**src/hw/rtl/kmd_pkg.sv**
```systemverilog
`timescale 1ns / 1ps
`default_nettype none

package kmd_pkg;

  // fixed field widths
  localparam int KEY_W  = 7;
  localparam int ROW_W  = 2;
  localparam int TIME_W = 32;
  localparam int DB_W   = 8;

  // parameter defaults
  localparam int ROWS_DEF = 4;
  localparam int COLS_DEF = 7;

  // configuration port
  localparam int CFG_AW = 3;
  localparam int CFG_DW = 32;
  localparam logic [CFG_AW-1:0] REG_DEBOUNCE_ADDR = 3'd0;
  localparam logic [DB_W-1:0]   DEBOUNCE_RST      = 8'd5;

  // item function codes
  localparam logic FUNC_SCAN      = 1'b0;
  localparam logic FUNC_ACT_RESET = 1'b1;

  typedef struct packed {
    logic              func;
    logic [ROW_W-1:0]  row_index;
    logic [KEY_W-1:0]  raw_bits;
    logic [TIME_W-1:0] now_ms;
  } kmd_in_t;

  typedef struct packed {
    logic [KEY_W-1:0]  debounced_row;
    logic [KEY_W-1:0]  changed_bits;
    logic              any_pressed;
    logic [TIME_W-1:0] activity_time;
  } kmd_out_t;

  // key bank result toward the output stage
  typedef struct packed {
    logic [KEY_W-1:0] debounced_row;
    logic [KEY_W-1:0] changed_bits;
    logic             any_pressed;
  } kmd_scan_t;

endpackage

`default_nettype wire

```
**src/hw/rtl/kmd_key_bank.sv**
```systemverilog
`timescale 1ns / 1ps
`default_nettype none

module kmd_key_bank #(
  parameter int ROWS = kmd_pkg::ROWS_DEF,
  parameter int COLS = kmd_pkg::COLS_DEF
) (
  input  wire logic                       clk,
  input  wire logic                       rst_n,
  input  wire logic                       en,
  input  wire kmd_pkg::kmd_in_t           item,
  input  wire logic [kmd_pkg::DB_W-1:0]   settle_ms,
  output kmd_pkg::kmd_scan_t              res
);

  localparam int KW     = kmd_pkg::KEY_W;
  localparam int TW     = kmd_pkg::TIME_W;
  localparam int NCOL   = (COLS < KW) ? COLS : KW;
  localparam int ROW_AW = (ROWS > 1) ? $clog2(ROWS) : 1;
  // one bit above the row address so that ROWS itself fits for the range check
  localparam int IW     = ((ROW_AW > kmd_pkg::ROW_W) ? ROW_AW : kmd_pkg::ROW_W) + 1;

  logic [KW-1:0] stable_r  [ROWS];
  logic [KW-1:0] pending_r [ROWS];
  logic [TW-1:0] start_r   [ROWS][NCOL];

  logic [IW-1:0]     row_w;
  logic              row_ok;
  logic [ROW_AW-1:0] sel;
  logic              scan;
  logic [KW-1:0]     stable_nxt;
  logic [KW-1:0]     pending_nxt;
  logic [KW-1:0]     flip;
  logic [NCOL-1:0]   start_we;
  logic              any;

  assign row_w  = IW'(item.row_index);
  assign row_ok = (row_w < IW'(ROWS));
  assign sel    = ROW_AW'(row_w);
  assign scan   = (item.func == kmd_pkg::FUNC_SCAN) && row_ok;

  // per-column subtract and compare, all columns side by side
  always_comb begin
    logic [TW-1:0] elapsed;
    logic          rb;
    logic          db;
    logic          pb;
    stable_nxt  = stable_r[sel];
    pending_nxt = pending_r[sel];
    flip        = '0;
    start_we    = '0;
    elapsed     = '0;
    for (int c = 0; c < NCOL; c++) begin
      rb      = item.raw_bits[c];
      db      = stable_r[sel][c];
      pb      = pending_r[sel][c];
      elapsed = item.now_ms - start_r[sel][c];
      if (rb != db) begin
        if (rb != pb) begin
          pending_nxt[c] = rb;
          start_we[c]    = 1'b1;
        end else if (elapsed >= {{(TW-kmd_pkg::DB_W){1'b0}}, settle_ms}) begin
          stable_nxt[c] = rb;
          flip[c]       = 1'b1;
        end
      end else begin
        pending_nxt[c] = db;
      end
    end
  end

  // whole-matrix pressed flag, using the updated row
  always_comb begin
    any = 1'b0;
    for (int r = 0; r < ROWS; r++) begin
      if (scan && (ROW_AW'(r) == sel)) begin
        any = any | (|stable_nxt);
      end else begin
        any = any | (|stable_r[r]);
      end
    end
  end

  always_comb begin
    res.debounced_row = row_ok ? (scan ? stable_nxt : stable_r[sel]) : '0;
    res.changed_bits  = scan ? flip : '0;
    res.any_pressed   = any;
  end

  always_ff @(posedge clk) begin
    if (!rst_n) begin
      for (int r = 0; r < ROWS; r++) begin
        stable_r[r]  <= '0;
        pending_r[r] <= '0;
      end
    end else if (en && scan) begin
      stable_r[sel]  <= stable_nxt;
      pending_r[sel] <= pending_nxt;
    end
  end

  // start times are only read while a pending period is open, so no reset
  always_ff @(posedge clk) begin
    if (en && scan) begin
      for (int c = 0; c < NCOL; c++) begin
        if (start_we[c]) begin
          start_r[sel][c] <= item.now_ms;
        end
      end
    end
  end

endmodule

`default_nettype wire

```
**src/hw/rtl/key_matrix_debouncer.sv**
```systemverilog
`timescale 1ns / 1ps
`default_nettype none

// channel  | ports                                   | dir | moves
// ---------+-----------------------------------------+-----+------------------------------
// in       | in_valid, in_ready, in_data             | in  | scan or activity-reset beat
// out      | out_valid, out_ready, out_data          | out | one result beat per input beat
// cfg      | cfg_psel/penable/pwrite/paddr/pwdata... | in  | settle time register (addr 0)
//
// an input beat sits in the input register, then is worked into the output
// register; one beat per cycle sustained while out_ready stays high
// the per-key state is read and updated in the same cycle that loads the output
// register, so beats on the same row may follow each other back to back
// out_ready low holds the output beat; the input register still takes one more
// beat, after that in_ready drops
// synchronous active-low reset clears the debounced and pending key state and last activity, and sets
// the settle time back to 5 ms

module key_matrix_debouncer #(
  parameter int ROWS = kmd_pkg::ROWS_DEF,
  parameter int COLS = kmd_pkg::COLS_DEF
) (
  input  wire logic                         clk,
  input  wire logic                         rst_n,
  // input channel
  input  wire logic                         in_valid,
  output logic                              in_ready,
  input  wire kmd_pkg::kmd_in_t             in_data,
  // result channel
  output logic                              out_valid,
  input  wire logic                         out_ready,
  output kmd_pkg::kmd_out_t                 out_data,
  // configuration port
  input  wire logic                         cfg_psel,
  input  wire logic                         cfg_penable,
  input  wire logic                         cfg_pwrite,
  input  wire logic [kmd_pkg::CFG_AW-1:0]   cfg_paddr,
  input  wire logic [kmd_pkg::CFG_DW-1:0]   cfg_pwdata,
  output logic [kmd_pkg::CFG_DW-1:0]        cfg_prdata,
  output logic                              cfg_pready
);

  localparam int DBW = kmd_pkg::DB_W;

  // input register
  logic             s1_v_r;
  logic             s1_v_nxt;
  kmd_pkg::kmd_in_t s1_r;

  // output register
  logic              out_v_r;
  logic              out_v_nxt;
  kmd_pkg::kmd_out_t out_r;

  logic [kmd_pkg::TIME_W-1:0] last_act_r;
  logic [kmd_pkg::TIME_W-1:0] last_act_nxt;
  logic [DBW-1:0]             debounce_r;

  logic               advance;
  logic               in_fire;
  logic               work;
  logic               cfg_wr;
  kmd_pkg::kmd_scan_t scan_res;

  // the output stage moves when it is empty or its beat is taken
  assign advance  = !out_v_r || out_ready;
  assign in_ready = !s1_v_r || advance;
  assign in_fire  = in_valid && in_ready;
  assign work     = s1_v_r && advance;

  always_comb begin
    s1_v_nxt = s1_v_r;
    if (in_fire) begin
      s1_v_nxt = 1'b1;
    end else if (advance) begin
      s1_v_nxt = 1'b0;
    end
  end

  assign out_v_nxt = advance ? s1_v_r : out_v_r;

  always_ff @(posedge clk) begin
    if (!rst_n) begin
      s1_v_r  <= 1'b0;
      out_v_r <= 1'b0;
    end else begin
      s1_v_r  <= s1_v_nxt;
      out_v_r <= out_v_nxt;
    end
  end

  always_ff @(posedge clk) begin
    if (in_fire) begin
      s1_r <= in_data;
    end
  end

  kmd_key_bank #(
    .ROWS (ROWS),
    .COLS (COLS)
  ) u_bank (
    .clk       (clk),
    .rst_n     (rst_n),
    .en        (work),
    .item      (s1_r),
    .settle_ms (debounce_r),
    .res       (scan_res)
  );

  // activity stamp: explicit reset beat, or any debounced flip
  always_comb begin
    last_act_nxt = last_act_r;
    if (s1_r.func == kmd_pkg::FUNC_ACT_RESET) begin
      last_act_nxt = s1_r.now_ms;
    end else if (scan_res.changed_bits != '0) begin
      last_act_nxt = s1_r.now_ms;
    end
  end

  always_ff @(posedge clk) begin
    if (!rst_n) begin
      last_act_r <= '0;
    end else if (work) begin
      last_act_r <= last_act_nxt;
    end
  end

  always_ff @(posedge clk) begin
    if (work) begin
      out_r.debounced_row <= scan_res.debounced_row;
      out_r.changed_bits  <= scan_res.changed_bits;
      out_r.any_pressed   <= scan_res.any_pressed;
      out_r.activity_time <= last_act_nxt;
    end
  end

  assign out_valid = out_v_r;
  assign out_data  = out_r;

  // configuration register, written in the access phase
  assign cfg_pready = 1'b1;
  assign cfg_wr     = cfg_psel && cfg_penable && cfg_pwrite && cfg_pready &&
                      (cfg_paddr == kmd_pkg::REG_DEBOUNCE_ADDR);

  always_ff @(posedge clk) begin
    if (!rst_n) begin
      debounce_r <= kmd_pkg::DEBOUNCE_RST;
    end else if (cfg_wr) begin
      debounce_r <= cfg_pwdata[DBW-1:0];
    end
  end

  assign cfg_prdata = (cfg_paddr == kmd_pkg::REG_DEBOUNCE_ADDR) ?
                      {{(kmd_pkg::CFG_DW-DBW){1'b0}}, debounce_r} : '0;

endmodule

`default_nettype wire

```
**config.mk**
```make
export PLATFORM = sky130hd
export DESIGN_NAME = key_matrix_debouncer
export DESIGN_NICKNAME = d
export VERILOG_FILES = /design/src/hw/rtl/kmd_pkg.sv /design/src/hw/rtl/kmd_key_bank.sv /design/src/hw/rtl/key_matrix_debouncer.sv
export SDC_FILE = /design/constraint.sdc
export NUM_CORES = 2
export LEC_CHECK = 0
export BUFFER_PORTS_ARGS = -buffer_cell sky130_fd_sc_hd__buf_2
export CAP_MARGIN = 20
export CORE_AREA = 2 2 320 322
export DETAILED_ROUTE_END_ITERATION = 16
export DIE_AREA = 0 0 322 324
export HOLD_SLACK_MARGIN = 0.06
export PLACE_DENSITY = 0.76
export SKIP_CTS_REPAIR_TIMING = 1
export SYNTH_ARGS = -nofsm -noshare
export SYNTH_HDL_FRONTEND = slang
export SYNTH_SLANG_ARGS = --single-unit
```
**constraint.sdc**
```tcl
create_clock -name clk -period 8.3 [get_ports clk]
set_clock_uncertainty 0.05 [all_clocks]
set_input_delay 1.245 -clock clk [delete_from_list [all_inputs] [get_ports clk]]
set_output_delay 1.245 -clock clk [all_outputs]
set_load 0.005 [all_outputs]
```
==> out/metrics.yaml <==
status: "complete, no violations"
root_buffer: "clkbuf_16"
grt_most_used_layer: "met2"
pin_count: 166
critPathCaptureType: "register"
hold_viol_final: 0
hold_path_startpoint: "debounce_r[5]"
netlist_area_um2: 56900
portBuffers: 116
slew_violations: 0
cts_buffers: 107
relSlewSlack: 0.259
rr_worst_depth: 20
setup_viol: 0
critPathSlowestCell: "or3_2"
synth-xor-area-share: 0.0195
die_w_um: 322
synth_top_family_by_area: "compound AO/OA/AOI/OAI gates"
htreeDepth: 3
holdWs_ns: 0.438
synth_mux_area_frac: 0.109
synth_top_area_share: 0.549
cp_num_buf_inv: 2
gp_congestion: 0.947
initial_utilization: 0.564
max_freq_ghz: 0.129
yosys.cell_types.count: 84
drive_gt1_frac: 0.162
finish.utilization: 0.629
critical_path_class: "register to register"
area_growth_pct: 11.7
core.rowCount: 117
power_mw: 13.7
grt_pass1_vias: 36900
min_period_over_period: 0.931
crit_chain: "buf_12 > mux4_2 > ha_1 > fa_1 > nand2b_1 > a21oi_1 > nor2_1 > xnor2_1 > ha_1 > a21o_1 > a2111oi_0 > nand4b_1 > nor4_1 > nand4_1 > nor4_1 > buf_4 > nor2_1 > a211o_1 > or3_2 > mux2_4"
regToRegSetupSlack_ns: 0.57
cts.path.max_buffers: 3
postRouteWirelength_um: 149000
hold_end: "debounce_r[5]"
crit_arrival_ns: 8.11
period_minus_slack_ns: 7.73
synth_most_common_cell: "edfxtp_1"
p_leak_nw: 23.2
grt_util_all_layers: 0.285
hold_path_class: "register to register"
ys_ff_latch: 1085
vias: 38100
num-nets-final: 4884
synth_compound_area_frac: 0.114
synth-simple-area-share: 0.0888
tns_ns: 0
ant_nets: 0
holdPathStages: 2
cts_tree: "built"
clock_sinks: 1085
clk_pin_slew_ns: 0.06
avgSynthCellArea_um2: 13.2
seq_area_frac_synth: 0.565
worst_skew_pair.late_latency_ns: 0.69
grt_overflow: 0
use_met1: 0.390
initialDrtViolationCount: 4008
tightest_slew_ns: 1.11
path_max_fanout: 49
yosys-top-cells-count: "edfxtp_1, ha_1, inv_1, nand2_1, a21oi_1"
die_height_um: 324
critical_path.max_stage_delay_ns: 0.89
viasPerCell: 6.46
cpLargestDelayFamily: "simple AND/OR/NAND/NOR gates"
synthTopCellsByArea: "edfxtp_1, mux4_2, ha_1"
irDropWorstVdd_v: 0.000186
powerDensity_nw_per_um2: 216
syn_inst: 4328
met3_usage: 0.0591
drc: 0
fp.coreArea_um2: 101000
r2r_end: "out_data[5]"
synth_edf_count: 1041
rsz0062_at_grt: "false"
first_pass_iters: 6
synth_flop_cell: "edfxtp_1"
synth.largest_area_cell: "edfxtp_1"
maxCapViolCount: 0
cp.required_ns: 8.69
yosysWarningCount: 0
dieArea_um2: 104000
grt_first_pass_wirelength_um: 223000
synthArstFlopShare: 0
antenna_found_initial: 14
grt_max_degree: 90
synth_fa_ha_area_frac: 0.0682
wl_per_cell_um: 25.3
cp-start-kind: "register"
grt_use_met2: 0.455
dp_hpwl_um: 97900
[per-stage QoR]
| stage | instances | setup WS [ns] | area [µm²] |
|---|---|---|---|
| floorplan | 4351 | 0.150 | 57000 |
| global placement | 5669 | 0.770 | 59300 |
| detailed placement | 5673 | 0.709 | 59400 |
| CTS | 5875 | 0.652 | 63000 |
| global route | 5897 | 0.110 | 63600 |
| finish | 5899 | 0.575 | 63600 |
[metal layers]
layer | up-vias | wire, µm
met1 | 19000 | 60400
met2 | 1751 | 69600
met3 | 259 | 14200
met5 | - | 122
met4 | 18 | 5160
li1 | 17200 | -
[registers in the layout (all words and copies together), names as in the netlist, named ones only]
register	cells
u_bank.stable_r	28
s1_v_r	1
s1_r	42
out_valid	1
debounce_r	8
u_bank.pending_r	28
u_bank.start_r	896
out_data	47
last_act_r	32
[final cells by class]
class | count | area [µm²]
tap | 1309 | 1640
fill | 7313 | 37400
clock inverter | 62 | 744
antenna | 3 | 7.51
inverter | 292 | 1100
clock buffer | 140 | 2920
timing repair buffer | 238 | 1970
multi-input combinational | 2770 | 23100
sequential | 1085 | 32100
[how the worst max path moves through the flow]
stage                  start          end  depth (start not counted)
global placement    register  out_data[8]                         20
floorplan           register  out_data[0]                         29
finish              register  out_data[5]                         20
global route        register  out_data[5]                         20
detailed placement  register  out_data[6]                         20
CTS                 register  out_data[5]                         20
[power by group]
group          internal, mW  switching [mW]  leakage, nW
logic                  1.02            1.52         11.5
registers              6.09          0.0796         9.86
clock network          2.93            2.11         1.77
[logic make-up (layout without fill, tap and decap cells)]
group | count (synthesis) | after routing
muxes | 305 | 305
and+or+nand+nor | 1022 | 1022
AOI/OAI and AO/OA | 985 | 985
buffers and inverters | 496 | 732
DFF | 1085 | 1085
xor gates and xnor gates | 127 | 127
adders and majority gates | 306 | 306
other | 2 | 28
[placed cells by master (no fill, tap or decap), drive strengths merged, types with 19 or more instances in the layout]
cell type	count
edfxtp	1041
ha	299
inv	299
nand2	292
a21oi	257
mux4	238
buf	238
nor2	227
o21ai	208
clkbuf	140
xnor2	78
and3	67
a21o	67
nand4	67
nor3	64
nand2b	59
o21a	54
nand3	50
xor2	49
o211ai	44
dfxtp	44
a211oi	42
mux2	42
o311ai	39
or3	35
clkinv	35
a2bb2oi	34
and2	34
nor2b	34
nor4	31
mux2i	25
conb	25
o2111ai	25
a31oi	23
o21bai	19
[tightest hold or removal path: cells and delay by family (launching register included)]
kind            cells  cell delay, ns
compound gates      1            0.06
flops               1            0.32
simple gates        1            0.05
Power figures use the tool's default switching activity.
